File: src/hw/rtl/nsfc_pkg.sv
package nsfc_pkg;

  localparam logic [7:0] MAX_SENTENCE_BYTES = 8'd128;

  localparam logic [7:0] CH_DOLLAR = 8'h24;
  localparam logic [7:0] CH_CR     = 8'h0D;
  localparam logic [7:0] CH_LF     = 8'h0A;
  localparam logic [7:0] CH_STAR   = 8'h2A;
  localparam logic [7:0] CH_NUL    = 8'h00;

  typedef enum logic [2:0] {
    ST_INCOMPLETE = 3'd0,
    ST_IGNORED    = 3'd1,
    ST_OVERRUN    = 3'd2,
    ST_BAD        = 3'd3,
    ST_GOOD       = 3'd4
  } status_t;

  typedef struct packed {
    status_t     status;
    logic [7:0]  computed_checksum;
    logic [7:0]  received_checksum;
    logic [15:0] overrun_total;
    logic [15:0] checksum_error_total;
  } result_t;

endpackage

File: src/hw/rtl/nsfc_if.sv
interface nsfc_in_if;
  import nsfc_pkg::*;

  logic       valid;
  logic       ready;
  logic [7:0] rx_byte;

  modport source (output valid, output rx_byte, input ready);
  modport sink (input valid, input rx_byte, output ready);
endinterface

interface nsfc_out_if;
  import nsfc_pkg::*;

  logic        valid;
  logic        ready;
  logic [2:0]  status;
  logic [7:0]  computed_checksum;
  logic [7:0]  received_checksum;
  logic [15:0] overrun_total;
  logic [15:0] checksum_error_total;

  modport source (
    output valid, output status, output computed_checksum, output received_checksum,
    output overrun_total, output checksum_error_total, input ready
  );
  modport sink (
    input valid, input status, input computed_checksum, input received_checksum,
    input overrun_total, input checksum_error_total, output ready
  );
endinterface

File: src/hw/rtl/nmea_sentence_framer_checksum.sv
// Channel   Role    Payload
// din       sink    rx_byte
// dout      source  status, computed_checksum, received_checksum,
//                   overrun_total, checksum_error_total
//
// Every byte beat gives exactly one result beat, through the byte register and then the result register.
// A byte register feeds the framing logic, which updates the sentence state and
// loads the result register together, so one beat per cycle is sustained while dout is ready.
// Reset clears the sentence state, both counters and both valid flags.
// A stalled result holds its beat; one more byte is taken before din stalls.
module nmea_sentence_framer_checksum
  import nsfc_pkg::*;
(
  input logic       clk,
  input logic       rst,
  nsfc_in_if.sink   din,
  nsfc_out_if.source dout
);

  logic       byte_valid;
  logic [7:0] byte_data;
  logic       out_valid;
  result_t    out_data;
  logic       advance;
  result_t    step_result;

  assign advance  = byte_valid && (!out_valid || dout.ready);
  assign din.ready = !byte_valid || advance;

  nsfc_frame_ctrl u_ctrl (
    .clk     (clk),
    .rst     (rst),
    .step    (advance),
    .rx_byte (byte_data),
    .result  (step_result)
  );

  always_ff @(posedge clk) begin
    if (rst) begin
      byte_valid <= 1'b0;
    end else if (din.valid && din.ready) begin
      byte_valid <= 1'b1;
    end else if (advance) begin
      byte_valid <= 1'b0;
    end
  end

  always_ff @(posedge clk) begin
    if (din.valid && din.ready) begin
      byte_data <= din.rx_byte;
    end
  end

  always_ff @(posedge clk) begin
    if (rst) begin
      out_valid <= 1'b0;
    end else if (advance) begin
      out_valid <= 1'b1;
    end else if (dout.ready) begin
      out_valid <= 1'b0;
    end
  end

  always_ff @(posedge clk) begin
    if (advance) begin
      out_data <= step_result;
    end
  end

  assign dout.valid                = out_valid;
  assign dout.status               = out_data.status;
  assign dout.computed_checksum    = out_data.computed_checksum;
  assign dout.received_checksum    = out_data.received_checksum;
  assign dout.overrun_total        = out_data.overrun_total;
  assign dout.checksum_error_total = out_data.checksum_error_total;

endmodule

File: src/hw/rtl/nsfc_frame_ctrl.sv
module nsfc_frame_ctrl
  import nsfc_pkg::*;
(
  input  logic       clk,
  input  logic       rst,
  input  logic       step,
  input  logic [7:0] rx_byte,
  output result_t    result
);

  typedef struct packed {
    logic [7:0] xor_sum;
    logic       star_seen;
    logic [7:0] hex_value;
    logic       hex_stopped;
    logic       zero_seen;
  } check_t;

  localparam check_t CHECK_CLEAR = '0;

  logic        in_sentence;
  logic        cr_pending;
  logic [7:0]  byte_count;
  check_t      check;
  logic [15:0] overrun_count;
  logic [15:0] checksum_error_count;

  logic        in_sentence_next;
  logic        cr_pending_next;
  logic [7:0]  byte_count_next;
  check_t      check_next;
  logic [15:0] overrun_count_next;
  logic [15:0] checksum_error_count_next;

  function automatic logic [4:0] hex_digit(input logic [7:0] b);
    logic [4:0] r;
    r = '0;
    if (b >= 8'h30 && b <= 8'h39) begin
      r = {1'b1, 4'(b - 8'h30)};
    end else if (b >= 8'h61 && b <= 8'h66) begin
      r = {1'b1, 4'(b - 8'h57)};
    end else if (b >= 8'h41 && b <= 8'h46) begin
      r = {1'b1, 4'(b - 8'h37)};
    end
    return r;
  endfunction

  function automatic check_t feed(input check_t s, input logic [7:0] b);
    check_t     r;
    logic [4:0] d;
    r = s;
    d = hex_digit(b);
    if (!(s.zero_seen || s.hex_stopped)) begin
      if (s.star_seen) begin
        if (!d[4]) begin
          r.hex_stopped = 1'b1;
        end else begin
          r.hex_value = {s.hex_value[3:0], d[3:0]};
        end
      end else if (b == CH_NUL) begin
        r.zero_seen = 1'b1;
      end else if (b == CH_STAR) begin
        r.star_seen = 1'b1;
      end else begin
        r.xor_sum = s.xor_sum ^ b;
      end
    end
    return r;
  endfunction

  always_comb begin
    logic opening;
    logic good;
    opening                   = !in_sentence && (rx_byte == CH_DOLLAR);
    in_sentence_next          = in_sentence;
    cr_pending_next           = cr_pending;
    byte_count_next           = byte_count;
    check_next                = check;
    overrun_count_next        = overrun_count;
    checksum_error_count_next = checksum_error_count;
    good                      = 1'b0;
    result                    = '0;
    result.status             = ST_INCOMPLETE;

    if (opening) begin
      in_sentence_next = 1'b1;
      cr_pending_next  = 1'b0;
      byte_count_next  = '0;
      check_next       = CHECK_CLEAR;
    end

    if (!in_sentence_next) begin
      result.status = ST_IGNORED;
    end else if (byte_count_next >= MAX_SENTENCE_BYTES) begin
      overrun_count_next = overrun_count + 16'd1;
      in_sentence_next   = 1'b0;
      cr_pending_next    = 1'b0;
      byte_count_next    = '0;
      check_next         = CHECK_CLEAR;
      result.status      = ST_OVERRUN;
    end else begin
      byte_count_next = byte_count_next + 8'd1;
      if (opening) begin
        cr_pending_next = 1'b0;
      end else if (!cr_pending && rx_byte == CH_CR) begin
        cr_pending_next = 1'b1;
      end else if (cr_pending && rx_byte != CH_LF) begin
        cr_pending_next = 1'b0;
        check_next      = feed(feed(check, CH_CR), rx_byte);
      end else if (cr_pending) begin
        good = check.star_seen && !check.zero_seen && (check.xor_sum == check.hex_value);
        result.computed_checksum = check.xor_sum;
        result.received_checksum = check.hex_value;
        if (good) begin
          result.status = ST_GOOD;
        end else begin
          result.status             = ST_BAD;
          checksum_error_count_next = checksum_error_count + 16'd1;
        end
        in_sentence_next = 1'b0;
        cr_pending_next  = 1'b0;
        byte_count_next  = '0;
        check_next       = CHECK_CLEAR;
      end else begin
        check_next = feed(check, rx_byte);
      end
      if (result.status == ST_INCOMPLETE) begin
        result.computed_checksum = check_next.xor_sum;
        result.received_checksum = check_next.hex_value;
      end
    end

    result.overrun_total        = overrun_count_next;
    result.checksum_error_total = checksum_error_count_next;
  end

  always_ff @(posedge clk) begin
    if (rst) begin
      in_sentence          <= 1'b0;
      cr_pending           <= 1'b0;
      byte_count           <= '0;
      check                <= CHECK_CLEAR;
      overrun_count        <= '0;
      checksum_error_count <= '0;
    end else if (step) begin
      in_sentence          <= in_sentence_next;
      cr_pending           <= cr_pending_next;
      byte_count           <= byte_count_next;
      check                <= check_next;
      overrun_count        <= overrun_count_next;
      checksum_error_count <= checksum_error_count_next;
    end
  end

endmodule

File: src/flat_wrapper.sv
// flat-port wrapper written by rule: the top's interface ports become plain ports
module nmea_sentence_framer_checksum_flat import nsfc_pkg::*;
  (clk, rst, din_valid, din_rx_byte, din_ready, dout_valid, dout_status, dout_computed_checksum, dout_received_checksum, dout_overrun_total, dout_checksum_error_total, dout_ready);
  nsfc_in_if din_i ();
  nsfc_out_if dout_i ();
  input logic clk;
  input logic rst;
  input wire logic [$bits(din_i.valid)-1:0] din_valid;
  input wire logic [$bits(din_i.rx_byte)-1:0] din_rx_byte;
  output wire logic [$bits(din_i.ready)-1:0] din_ready;
  output wire logic [$bits(dout_i.valid)-1:0] dout_valid;
  output wire logic [$bits(dout_i.status)-1:0] dout_status;
  output wire logic [$bits(dout_i.computed_checksum)-1:0] dout_computed_checksum;
  output wire logic [$bits(dout_i.received_checksum)-1:0] dout_received_checksum;
  output wire logic [$bits(dout_i.overrun_total)-1:0] dout_overrun_total;
  output wire logic [$bits(dout_i.checksum_error_total)-1:0] dout_checksum_error_total;
  input wire logic [$bits(dout_i.ready)-1:0] dout_ready;
  assign din_i.valid = din_valid;
  assign din_i.rx_byte = din_rx_byte;
  assign din_ready = din_i.ready;
  assign dout_valid = dout_i.valid;
  assign dout_status = dout_i.status;
  assign dout_computed_checksum = dout_i.computed_checksum;
  assign dout_received_checksum = dout_i.received_checksum;
  assign dout_overrun_total = dout_i.overrun_total;
  assign dout_checksum_error_total = dout_i.checksum_error_total;
  assign dout_i.ready = dout_ready;
  nmea_sentence_framer_checksum u_core (.clk(clk), .rst(rst), .din(din_i), .dout(dout_i));
endmodule
File: config.mk
export PLATFORM = sky130hd
export DESIGN_NAME = nmea_sentence_framer_checksum_flat
export DESIGN_NICKNAME = d
export VERILOG_FILES = /design/src/hw/rtl/nsfc_pkg.sv /design/src/hw/rtl/nsfc_if.sv /design/src/hw/rtl/nmea_sentence_framer_checksum.sv /design/src/hw/rtl/nsfc_frame_ctrl.sv /design/src/flat_wrapper.sv
export SDC_FILE = /design/constraint.sdc
export NUM_CORES = 1
export LEC_CHECK = 0
export ABC_AREA = 1
export BUFFER_PORTS_ARGS = -buffer_cell sky130_fd_sc_hd__buf_2
export CAP_MARGIN = 10
export CORE_UTILIZATION = 48
export CTS_CLUSTER_DIAMETER = 120
export CTS_CLUSTER_SIZE = 30
export DETAILED_ROUTE_END_ITERATION = 10
export PLACE_DENSITY = 0.67
export SLEW_MARGIN = 0
export SYNTH_ARGS = -nofsm -noshare
export SYNTH_HDL_FRONTEND = slang
export SYNTH_SLANG_ARGS = --single-unit
File: constraint.sdc
create_clock -name clk -period 3.9 [get_ports clk]
set_input_delay 0.585 -clock clk [delete_from_list [all_inputs] [get_ports clk]]
set_output_delay 0.585 -clock clk [all_outputs]
set_load 0.02 [all_outputs]
# ---- Word level (Yosys, flattened, before mapping)
# Index checks and enable logic that the tools add are counted.
dict set report word_totals {
  regBits 122
  latchBits 0
  ramBits 0
  rom_bits 0
  input_bits 12
  output_inout_bits 53
  mem_count 0
}
dict set report op_classes {
  addsub 6
  mul 0
  n_div 0
  order_cmp 7
  eq_ne 9
  n_shift 0
  muxes 95
  bitwise_logic 4
  reduce_logical 26
}
# operator count
set ops {}
lappend ops {{2-to-1 mux 19 bit} 15}
lappend ops {{2-to-1 mux 16 bit} 10}
lappend ops {{2-to-1 mux 8 bit} 16}
lappend ops {{2-to-1 mux 9 bit} 11}
lappend ops {{2-to-1 mux 5 bit} 14}
lappend ops {{adder 16 x 1 -> 16 bit, second input constant} 2}
lappend ops {{2-to-1 mux 1 bit} 25}
lappend ops {{== test 8 x 6 -> 1 bit, second input constant} 2}
lappend ops {{>= comparator 8 x 7 -> 1 bit, second input constant} 2}
lappend ops {{<= comparator 8 x 7 -> 1 bit, second input constant} 2}
lappend ops {{XOR 8 bit} 2}
lappend ops {{!= test 7 bit, second input constant} 2}
lappend ops {{logical AND 1 bit} 10}
lappend ops {{adder 8 x 1 -> 8 bit, second input constant} 1}
lappend ops {{== test 8 x 4 -> 1 bit, second input constant} 1}
lappend ops {{== test 8 bit} 1}
lappend ops {{>= comparator 8 x 6 -> 1 bit, second input constant} 1}
lappend ops {{>= comparator 8 bit, second input constant} 1}
lappend ops {{<= comparator 8 x 6 -> 1 bit, second input constant} 1}
lappend ops {{logical NOT 8 bit} 1}
lappend ops {{2-to-1 mux 4 bit} 2}
lappend ops {{!= test 8 x 4 -> 1 bit, second input constant} 1}
lappend ops {{subtractor 4 x 3 -> 4 bit, second input constant} 2}
lappend ops {{!= test 7 x 4 -> 1 bit, second input constant} 1}
lappend ops {{other kinds (13)} 21}

# ---- Depth between registers and ports, before layout
# Gate-level depths: netlist of run 1.
dict set report depth {
  ltp_word 20
  depth_mapped 15
  ltp_nobuf 15
}

# ---- Modules after synthesis
# A second synthesis of run 1 with hierarchy kept.
dict set report unflattened {
  cells_unflattened 859
  hier_area_um2 6665.1
}
# mod n_inst cells_each area_per_inst_um2 seq_area_each_um2
set by_module_without_submodules {}
lappend by_module_without_submodules {nsfc_frame_ctrl 1 788 4802.1 1221.2}
lappend by_module_without_submodules {nmea_sentence_framer_checksum 1 71 1863.0 1811.7}

# ---- Worst setup path before layout of run 1
# Ideal clock, no wire load.
dict set report synth_path {
  kind {input to register}
  start {input port dout_ready}
  end {register u_core.out_data (netlist bit u_core.dout.checksum_error_total[0]) (enable)}
  setup_time_ns 0.435
  arrival_time_ns 2.804
  t_required_ns 3.465
  path_slack_ns 0.661
  cell_stages 6
  n_path_buf 2
  path_cell_list {inv_1 nand2_1 nand2_1 inv_1 clkbuf_1 clkbuf_1}
}
dict set report synth_via {
  elab_chain_len 2
}
# item line
set synth_rtl {}
lappend synth_rtl {{start, declared} flat_wrapper.sv:17} ;# input wire logic [$bits(dout_i.ready)-1:0] dout_ready;
lappend synth_rtl {{logical OR 1 bit} nmea_sentence_framer_checksum.sv:27} ;# assign advance = byte_valid && (!out_valid || dout.ready);
lappend synth_rtl {{logical AND 1 bit} nmea_sentence_framer_checksum.sv:27}
lappend synth_rtl {{net u_core.advance} nmea_sentence_framer_checksum.sv:24} ;# logic advance;
lappend synth_rtl {{end signal, assigned} nmea_sentence_framer_checksum.sv:66} ;# out_data <= step_result;
lappend synth_rtl {{end, declared} nmea_sentence_framer_checksum.sv:23} ;# result_t out_data;
# The timed path passes the listed nets, and every way through them passes these cells.
# A chain may end at the register's enable or synchronous reset.

==> impl_metrics.json, run 1 <==
{
  "initial_antenna_violation_count": 0,
  "detail_route.drc_violations": 0,
  "global_route.peak_usage_layer": "met2",
  "slew_violations": 0,
  "post-route-min-period_ns": 2.683,
  "root_buffer": "sky130_fd_sc_hd__clkbuf_16",
  "power_leakage_nw": 3.359,
  "post_cts_hold_buffer_count": 0,
  "power.switching_fraction_pct": 24.57,
  "cts_sinks": 122,
  "ios": 65,
  "cts-root-to-sink-buffers": 2,
  "timing.critical_path.to": "u_core.dout.checksum_error_total[15]",
  "drt_pre_antenna_iters": 5,
  "worstRegToRegCells": 12,
  "reg2reg_from": "u_core.byte_data[0]",
  "yosys_register_bits": 122,
  "clk_pin_slew_worst_paths_ns": 0.06,
  "floorplan.initialDensity_pct": 49.20,
  "final_hold_viol_count": 0,
  "grt_first_pass_wirelength_um": 25330,
  "gr-usage-met3_pct": 4.102,
  "timing.critical_path.from": "u_core.byte_data[0]",
  "timing.critical_path.from_type": "flop",
  "routed_wire_length_per_instance_um": 14.08,
  "yosys.cell_types.count": 45,
  "slew-limit-headroom_pct": 45.69,
  "fmaxAchievable_mhz": 372.8,
  "area_growth_pct": 16.04,
  "met2_usage_pct": 35.70,
  "run_status": "finished, final reports clean",
  "cts_tree": "yes",
  "gp_routability_congestion": 0.9764,
  "ir_worst_vdd_mv": 0.2536,
  "buffers_on_ports": 64,
  "globalRouteOverflowTotal": 0,
  "part_of_the_power_in_registers_pct": 44.9,
  "core_region_area_um2": 13190,
  "total_switching_power_w": 0.0007927,
  "crit_arrival_ns": 2.85,
  "regToRegSetupSlack_ns": 1.22,
  "synthesis.nets": 856,
  "placement_rows": 42,
  "setup_tns_ns": 0,
  "post_cts_resize_count": 0,
  "final_area_um2": 7531,
  "worst_r2r_endpoint": "u_core.dout.checksum_error_total[15]",
  "unrepaired_setup_endpoints_after_global_routing": "false",
  "drv.max_cap_violation_count": 0,
  "drt_wl_total_um": 15310,
  "syn-cell-area_um2": 6490,
  "max_slew.worst_pin.slew_ns": 0.8127,
  "critical_path_required_ns": 4.07,
  "synth.yosys.seq_area_share_pct": 46.73,
  "total_inserted_antenna_cells": 0,
  "drive_above_1_share_pct": 14.04,
  "final_util_pct": 57.10,
  "gr-usage-all-layers_pct": 22.95,
  "synth.avg_cell_area_um2": 7.763,
  "p_int_w": 0.002433,
  "dr.first_iter.drc_count": 514,
  "via_count": 5684,
  "detailedPlacementHpwl_um": 10820,
  "floorplan.die_area_um2": 13990,
  "layout.nets": 919,
  "skew_ns": 0.01146,
  "globalRouteMet1Util_pct": 31.14,
  "yosys_warnings": 0,
  "final.setup.worst_slack_ns": 1.217,
  "postCtsSetupBuffers": 0,
  "synth_instances": 836,
  "avgViaCountPerCell": 5.224,
  "critPathCaptureType": "flop",
  "dpl-instance-area_um2": 6968,
  "p_comb_share_pct": 8.6,
  "timing_worst_setup_path_type": "flop to flop",
  "antenna_violating_nets_post_route": 0,
  "critPathMaxFanout": 19,
  "cts_made_buffers": 17,
  "maximum_number_of_pins_on_one_net_before_global_route_repair": 44,
  "path_type_of_the_worst_min_delay_path": "primary input to flop",
  "pre_cts_slack_ns": 1.230,
  "htreeDepth": 4,
  "finalSetupViolations": 0,
  "grt_pass1_vias": 5256,
  "cellPowerDensity_nw_per_um2": 428.3,
  "min_period_over_period_pct": 68.79,
  "fp.dieW_um": 118.3,
  "die_y_um": 118.3,
  "clkLatencyLatePin_ns": 0.42,
  "power.clock.fraction_pct": 46.6
}
[registers in the layout (all words and copies together), names as in the netlist]
name / flops
u_core.dout.checksum_error_total: 16
u_core.u_ctrl.in_sentence: 1
u_core.dout.received_checksum: 8
u_core.u_ctrl.overrun_count: 16
u_core.byte_data: 8
u_core.dout.status: 3
u_core.u_ctrl.byte_count: 8
u_core.u_ctrl.checksum_error_count: 16
u_core.dout.valid: 1
u_core.dout.overrun_total: 16
u_core.u_ctrl.cr_pending: 1
u_core.dout.computed_checksum: 8
u_core.u_ctrl.check: 19
u_core.byte_valid: 1
[per-stage QoR]
stage                     hold WS, ns  cells  total power [W]
after floorplan                0.4453    836         0.001672
after global placement         0.4560   1056         0.001746
after detailed placement       0.4578   1056         0.001748
after CTS                      0.3306   1088         0.003246
after global routing           0.3336   1088         0.003344
final                          0.3409   1088         0.003226
[power groups by stage]
stage	sequential [W]	clock [W]	combinational (W)
final	0.00145	0.00150	0.000276
after global routing	0.00145	0.00158	0.000309
after CTS	0.00145	0.00152	0.000276
after detailed placement	0.00147	0	0.000274
after global placement	0.00147	0	0.000272
after floorplan	0.00150	0	0.000173
[layout by cell type, fill, tap and decap left out, types with 5 or more instances in the layout]
cell	n
sky130_fd_sc_hd__a211oi_1	6
sky130_fd_sc_hd__a21oi_1	80
sky130_fd_sc_hd__buf_2	64
sky130_fd_sc_hd__buf_4	7
sky130_fd_sc_hd__clkbuf_16	17
sky130_fd_sc_hd__dfxtp_1	63
sky130_fd_sc_hd__edfxtp_1	59
sky130_fd_sc_hd__ha_1	8
sky130_fd_sc_hd__inv_1	117
sky130_fd_sc_hd__inv_2	7
sky130_fd_sc_hd__nand2_1	170
sky130_fd_sc_hd__nand3_1	59
sky130_fd_sc_hd__nand4_1	11
sky130_fd_sc_hd__nor2_1	69
sky130_fd_sc_hd__nor3_1	12
sky130_fd_sc_hd__o211ai_1	5
sky130_fd_sc_hd__o21ai_0	66
sky130_fd_sc_hd__o21ai_1	5
sky130_fd_sc_hd__o22ai_1	5
sky130_fd_sc_hd__xor2_1	26
[synth_stat cells, drive strengths merged]
library cell  instances  share of area, %
a21boi                1              0.12
o211ai                5              0.58
xnor2                 4              0.54
nand4                13               1.4
a211oi                6              0.69
or4                   1              0.12
nor3                 14               1.2
clkinv                1             0.058
ha                    8               1.5
and3                  1             0.096
nor3b                 1              0.12
o21ai                72               5.6
edfxtp               59                27
nor4                  4              0.48
buf                  10              0.79
and2                  1             0.096
nand3                60               4.7
o22ai                 5              0.48
inv                 126               7.4
clkbuf               17              0.98
or2                   2              0.19
xor2                 26               3.5
a221oi                1              0.13
a21oi                81               6.4
nor2                 75               5.0
a31oi                 3              0.29
nand3b                1              0.12
nand2               175                11
dfxtp                63                19
[critical path: stages (launching register included)]
cell and delay, ns:
sky130_fd_sc_hd__edfxtp_1 0.45, sky130_fd_sc_hd__inv_1 0.17, sky130_fd_sc_hd__ha_1 0.16, sky130_fd_sc_hd__inv_1 0.05
sky130_fd_sc_hd__nor3_2 0.16, sky130_fd_sc_hd__nand3_2 0.30, sky130_fd_sc_hd__buf_4 0.31, sky130_fd_sc_hd__nand2_4 0.15
sky130_fd_sc_hd__inv_2 0.18, sky130_fd_sc_hd__nor4_2 0.29, sky130_fd_sc_hd__nand2_1 0.08, sky130_fd_sc_hd__nand2_1 0.08
sky130_fd_sc_hd__nand2_1 0.06
[worst min-delay path by stage]
stage                                 from  slack (ns)                     endpoint  cells past startpoint
2_1_floorplan  u_core.u_ctrl.byte_count[5]        0.45  u_core.u_ctrl.byte_count[5]                      2
3_3_place_gp   u_core.u_ctrl.byte_count[5]        0.46  u_core.u_ctrl.byte_count[5]                      2
3_5_place_dp       u_core.u_ctrl.check[18]        0.46      u_core.u_ctrl.check[18]                      2
4_1_cts                     din_rx_byte[1]        0.33          u_core.byte_data[1]                      1
5_1_grt                     din_rx_byte[1]        0.33          u_core.byte_data[1]                      1
6_report                    din_rx_byte[1]        0.34          u_core.byte_data[1]                      1
[logic make-up (layout without fill, tap and decap cells)]
| logic type | after synthesis | count (layout) | synth area share, % |
|---|---|---|---|
| buffers and inverters | 154 | 230 | 9.196 |
| flip-flops | 122 | 122 | 46.73 |
| AO/OA/AOI/OAI | 174 | 174 | 14.32 |
| AND/OR/NAND/NOR | 348 | 348 | 24.16 |
| XOR/XNOR | 30 | 30 | 4.049 |
| adder cells (fa/ha/maj) | 8 | 8 | 1.542 |
[per-layer routing]
layer  up-vias  part of all wire [%]
met5         -                     0
met4         0                   2.4
met3        33                   6.2
met2       192                    45
met1      2571                    47
li1       2888                     -
[cell type report]
type                    count  area, µm²
well taps                 176      220.2
repair buffers             71      372.9
multi-input cells         560       2860
inverters                 127      481.7
clock inverters            11      122.6
fillers                  1229       5659
clock buffers              21      440.4
flip-flops and latches    122       3033
(Power assumes the default switching activity.)
==> inputs of run 2 (changes only) <==
ABC_AREA = 0   (was 1)
PLACE_DENSITY = 0.7   (was 0.67)
clock period = 2.3 ns   (was 3.9 ns; I/O delays follow)
==> impl_metrics.json, run 2 <==
{
  "syn-cell-area_um2": 5996,
  "pre_cts_slack_ns": -0.1897,
  "critPathCaptureType": "flop",
  "critical_path_required_ns": 2.54,
  "ios": 65,
  "async_reset_ff_share_pct": 0,
  "most_common_cell_after_layout_fill_and_taps_aside": "sky130_fd_sc_hd__buf_4",
  "path_type_of_the_worst_min_delay_path": "primary input to flop",
  "drv.max_cap_violation_count": 0,
  "crit_arrival_ns": 2.44,
  "maximum_number_of_pins_on_one_net_before_global_route_repair": 37,
  "buffers_on_ports": 64,
  "cts_tree": "yes",
  "cellPowerDensity_nw_per_um2": 665.4,
  "root_buffer": "sky130_fd_sc_hd__clkbuf_16",
  "routed_wire_length_per_instance_um": 16.58,
  "skew_ns": 0.007773,
  "final_util_pct": 63.35,
  "synth-edff-count": 59,
  "critPathMaxFanout": 9,
  "ys_dominant_reg_cell": "sky130_fd_sc_hd__dfxtp_1",
  "commonest_cells_after_routing_fill_and_taps_aside": "75 x sky130_fd_sc_hd__buf_4, 69 x sky130_fd_sc_hd__nor2_1, 64 x sky130_fd_sc_hd__buf_2, 63 x sky130_fd_sc_hd__dfxtp_1",
  "post-route-min-period_ns": 2.203,
  "floorplan.initialDensity_pct": 49.50,
  "max_slew.worst_pin.slew_ns": 0.5989,
  "power_leakage_nw": 2.950,
  "finalSetupViolations": 0,
  "yosys.cell_types.count": 62,
  "drt_pre_antenna_iters": 7,
  "slew_violations": 0,
  "yosys_warnings": 0,
  "drive_above_1_share_pct": 25.76,
  "fp.dieW_um": 113.8,
  "total_inserted_antenna_cells": 0,
  "synth_area_leaders": "sky130_fd_sc_hd__edfxtp_1 30%, sky130_fd_sc_hd__dfxtp_1 21%, sky130_fd_sc_hd__xor2_1 5.3%, sky130_fd_sc_hd__nor2_1 4.4%, sky130_fd_sc_hd__xnor2_1 4.2%",
  "cts_sinks": 122,
  "largest_register_ff_count": 19,
  "initial_antenna_violation_count": 0,
  "clk_pin_slew_worst_paths_ns": 0.05,
  "largest_register_by_flop_count": "u_core.u_ctrl.check",
  "gp_routability_congestion": 0.9517,
  "via_count": 5195,
  "detail_route.drc_violations": 0,
  "run_status": "finished, final reports clean",
  "fmaxAchievable_mhz": 454.0,
  "min_period_over_period_pct": 95.76,
  "die_y_um": 113.8,
  "area_growth_pct": 27.96,
  "htreeDepth": 4,
  "synth.yosys.seq_area_share_pct": 50.58,
  "synth.avg_cell_area_um2": 9.749,
  "post-synth-top-count-cell": "sky130_fd_sc_hd__nor2_1",
  "gr-usage-all-layers_pct": 25.06,
  "layout.nets": 768,
  "post_cts_hold_buffer_count": 0,
  "synth_largest_area_cell": "sky130_fd_sc_hd__edfxtp_1",
  "synth_instances": 615,
  "placement_rows": 40,
  "detailedPlacementHpwl_um": 11050,
  "dr.first_iter.drc_count": 515,
  "floorplan.die_area_um2": 12940,
  "final_hold_viol_count": 0,
  "synthesis.nets": 635,
  "cts-root-to-sink-buffers": 2,
  "drt_wl_total_um": 15410,
  "final.setup.worst_slack_ns": 0.09746,
  "avgViaCountPerCell": 5.592,
  "ir_worst_vdd_mv": 0.3990,
  "grt_pass1_vias": 4982,
  "synth_top_cell_area_share_pct": 29.55,
  "yosys_register_bits": 122,
  "core_region_area_um2": 12110,
  "synth_top_cells_by_count": "70 x sky130_fd_sc_hd__nor2_1, 63 x sky130_fd_sc_hd__dfxtp_1, 59 x sky130_fd_sc_hd__edfxtp_1, 59 x sky130_fd_sc_hd__nand2_1, 36 x sky130_fd_sc_hd__xor2_1",
  "slew-limit-headroom_pct": 60.07,
  "globalRouteOverflowTotal": 0,
  "cts_made_buffers": 17,
  "grt_first_pass_wirelength_um": 24700,
  "antenna_violating_nets_post_route": 0,
  "timing_worst_setup_path_type": "flop to flop",
  "clkLatencyLatePin_ns": 0.42,
  "timing.critical_path.from_type": "flop"
}
-- run 2: timing repair --
| item | 4_1_cts | 5_1_grt |
|---|---|---|
| gates resized for setup | 3 | 22 |
| setup endpoints to repair | 5 | 17 |
| pin swaps | 0 | 4 |
| hold endpoints to repair | 0 | 0 |
| setup buffers | 0 | 6 |
-- run 2: routing by layer --
layer / share of wire (%) / up-vias / GRT usage [%]
met2: 47 / 196 / 40.45
li1: - / 2500 / -
met4: 3.6 / 0 / 11.93
met1: 43 / 2463 / 31.38
met5: 0 / - / 0
met3: 5.8 / 36 / 6.482
-- run 2: final cells by class --
class                   count  area, µm²
clock buffers              30      514.2
inverters                  11      41.29
repair buffers            142      925.9
fillers                  1019       4439
clock inverters             2      35.03
multi-input cells         454       2913
well taps                 168      210.2
flip-flops and latches    122       3033
-- run 2: final timing paths --
check | start | endpoint | slack, ns | cells after the start
min reg2reg | u_core.u_ctrl.checksum_error_count[11] | u_core.u_ctrl.checksum_error_count[11] | 0.48 | 2
min | din_rx_byte[1] | u_core.byte_data[1] | 0.1 | 1
max | u_core.byte_data[6] | u_core.dout.received_checksum[4] | 0.1 | 7
max reg2reg | u_core.byte_data[6] | u_core.dout.received_checksum[4] | 0.1 | 7
-- run 2: cell families after synthesis --
logic type	synth area share (%)
compound gates	12.06
simple gates	22.66
flops	50.58
mux	0.8973
buf+inv	2.629
fa+ha+maj	1.670
xor+xnor	9.495
-- run 2: power breakdown --
group | switching, W | internal, W | leakage (nW)
sequential | 0.0000221 | 0.00233 | 1.04
clock | 0.000873 | 0.00160 | 0.267
combinational | 0.000187 | 0.0000972 | 1.64
-- run 2: through the flow --
| stage | instance area [µm²] | TNS [ns] | std cells | hold WS [ns] | power (W) |
|---|---|---|---|---|---|
| floorplan | 6000 | 0 | 615 | 0.4439 | 0.002551 |
| global placement | 6963 | -0.2689 | 891 | 0.4605 | 0.002658 |
| detailed placement | 6963 | -0.2376 | 891 | 0.4753 | 0.002663 |
| CTS | 7525 | 0 | 923 | 0.08561 | 0.005127 |
| global route | 7672 | -0.006791 | 929 | 0.08599 | 0.005255 |
| finish | 7672 | 0 | 929 | 0.09979 | 0.005105 |
-- run 2: critical path: stages, from the launching register on --
cell and delay [ns]:
sky130_fd_sc_hd__edfxtp_1 0.48, sky130_fd_sc_hd__buf_4 0.20, sky130_fd_sc_hd__nand4bb_1 0.27, sky130_fd_sc_hd__a21oi_2 0.34, sky130_fd_sc_hd__o2111a_1 0.28, sky130_fd_sc_hd__buf_4 0.17
sky130_fd_sc_hd__nand2_1 0.07, sky130_fd_sc_hd__o21ai_0 0.21
==> inputs of run 3 (changes only) <==
CORE_MARGIN = 10   (was unset)
HOLD_SLACK_MARGIN = 0.03   (was unset)
==> impl_metrics.json, run 3 (synthesized netlist as in run 2, its figures left out) <==
{
  "antenna_violating_nets_post_route": 0,
  "final_hold_viol_count": 0,
  "drt_wl_total_um": 15440,
  "area_growth_pct": 27.44,
  "gr-usage-all-layers_pct": 17.53,
  "avgViaCountPerCell": 5.696,
  "via_count": 5212,
  "placement_rows": 40,
  "unrepaired_setup_endpoints_after_global_routing": "true",
  "clk_pin_slew_worst_paths_ns": 0.06,
  "final_area_um2": 7641,
  "floorplan.initialDensity_pct": 49.50,
  "timing_worst_setup_path_type": "flop to flop",
  "cts_sinks": 122,
  "fillCellCount": 1020,
  "largest_register_ff_count": 19,
  "slew-limit-headroom_pct": 67.48,
  "detail_route.drc_violations": 0,
  "area_of_the_multi_input_gates_um2": 2954,
  "globalRouteOverflowTotal": 0,
  "dr.first_iter.drc_count": 467,
  "critical_path_required_ns": 2.62,
  "layout.nets": 754,
  "drt_pre_antenna_iters": 5,
  "min_period_over_period_pct": 97.02,
  "slew_violations": 0,
  "core_region_area_um2": 12110,
  "critPathCaptureType": "flop",
  "ir_worst_vdd_mv": 0.3851,
  "commonest_cells_after_routing_fill_and_taps_aside": "68 x sky130_fd_sc_hd__nor2_1, 64 x sky130_fd_sc_hd__buf_2, 63 x sky130_fd_sc_hd__dfxtp_1, 61 x sky130_fd_sc_hd__buf_4",
  "regToRegSetupSlack_ns": 0.07,
  "grt_first_pass_wirelength_um": 25140,
  "skew_ns": 0.006056,
  "cts_made_buffers": 17,
  "cts-root-to-sink-buffers": 2,
  "grt_pass1_vias": 5064,
  "post_cts_hold_buffer_count": 0,
  "ios": 65,
  "dpl-instance-area_um2": 6880,
  "maximum_number_of_pins_on_one_net_before_global_route_repair": 46,
  "post-route-min-period_ns": 2.231,
  "total_inserted_antenna_cells": 0,
  "max_slew.worst_pin.slew_ns": 0.4872,
  "whs_ns": 0.1032,
  "htreeDepth": 4,
  "detailedPlacementHpwl_um": 11180,
  "fmaxAchievable_mhz": 448.1,
  "crit_arrival_ns": 2.56,
  "cellPowerDensity_nw_per_um2": 678.2,
  "die_y_um": 131.8,
  "routed_wire_length_per_instance_um": 16.88,
  "most_common_cell_after_layout_fill_and_taps_aside": "sky130_fd_sc_hd__nor2_1",
  "buffers_on_ports": 64,
  "placed_cells_incl_taps": 880,
  "drive_above_1_share_pct": 26.64,
  "layoutNonFillerInstCount": 915,
  "largest_register_by_flop_count": "u_core.u_ctrl.check",
  "drv.max_cap_violation_count": 0,
  "cts_tree": "yes",
  "seqCellArea_um2": 3033,
  "initial_antenna_violation_count": 0,
  "gp_routability_congestion": 0.9631,
  "timing.critical_path.from_type": "flop",
  "finalSetupViolations": 0,
  "clkLatencyLatePin_ns": 0.42,
  "path_type_of_the_worst_min_delay_path": "primary input to flop",
  "root_buffer": "sky130_fd_sc_hd__clkbuf_16",
  "power_leakage_nw": 2.876,
  "run_status": "finished, final reports clean",
  "critPathMaxFanout": 5,
  "fp.dieW_um": 131.8,
  "floorplan.die_area_um2": 17360
}
## run 3: cell types whose count changed in the layout (fill, tap and decap cells not counted), moves of 2 or more
cell	previous run	this run
sky130_fd_sc_hd__inv_6	0	2
sky130_fd_sc_hd__buf_4	75	61
sky130_fd_sc_hd__clkinv_4	0	2
sky130_fd_sc_hd__o21ai_1	4	2
sky130_fd_sc_hd__nor3_2	3	1
sky130_fd_sc_hd__clkbuf_1	9	0
sky130_fd_sc_hd__clkinvlp_4	0	5
sky130_fd_sc_hd__ha_1	8	6
sky130_fd_sc_hd__clkinv_2	1	3
sky130_fd_sc_hd__ha_2	0	2
sky130_fd_sc_hd__o21ai_0	23	25
sky130_fd_sc_hd__clkbuf_8	4	1
## run 3: what timing repair did
action | in CTS | in global routing
gates resized for setup | 4 | 29
setup buffers | 1 | 2
setup endpoints to repair | 1 | 30
pin swaps | 1 | 10
## run 3: layout make-up
cell class	instances	area share, %
well taps	168	2.751
repair buffers	128	10.74
flip-flops and latches	122	39.69
multi-input cells	454	38.66
clock inverters	13	1.539
clock buffers	19	6.075
inverters	11	0.5404
## run 3: metrics by stage
step	setup slack, ns	utilization (%)	power [W]	TNS (ns)
global route	-0.07678	63.09	0.005347	-0.1710
detailed placement	-0.2418	56.81	0.002666	-0.2418
finish	0.06852	63.09	0.005182	0
global placement	-0.3244	56.81	0.002661	-0.3244
CTS	0.004471	61.81	0.005199	0
floorplan	0.1202	-	0.002551	0
## run 3: final timing paths
| path | from | end | cells past startpoint |
|---|---|---|---|
| max | u_core.byte_data[7] | u_core.u_ctrl.byte_count[6] | 8 |
| min | din_rx_byte[6] | u_core.byte_data[6] | 1 |
| max reg2reg | u_core.byte_data[7] | u_core.u_ctrl.byte_count[6] | 8 |
| min reg2reg | u_core.u_ctrl.byte_count[6] | u_core.u_ctrl.byte_count[6] | 1 |
## run 3: worst max-delay path, cell delays in order, from the launching register on
cell and delay (ns):
sky130_fd_sc_hd__edfxtp_1 0.50, sky130_fd_sc_hd__nor4b_4 0.42, sky130_fd_sc_hd__nand4b_1 0.27, sky130_fd_sc_hd__and2_1 0.23, sky130_fd_sc_hd__ha_2 0.19, sky130_fd_sc_hd__and3_4 0.18, sky130_fd_sc_hd__nand3_2 0.07, sky130_fd_sc_hd__nand2_1 0.05
sky130_fd_sc_hd__a311oi_1 0.23
## run 3: routing by layer
| layer | track usage (%) | wire length, µm |
|---|---|---|
| met1 | 20.48 | 6503 |
| met2 | 29.73 | 7485 |
| met3 | 4.878 | 1047 |
| met4 | 6.984 | 405 |
| met5 | 0 | 0 |
## run 3: power by group
group          leakage, nW  switching (W)  total, W  internal, W
Clock                0.273       0.000971   0.00255      0.00158
Combinational         1.56       0.000193  0.000289    0.0000966
Sequential            1.04      0.0000187   0.00234      0.00233
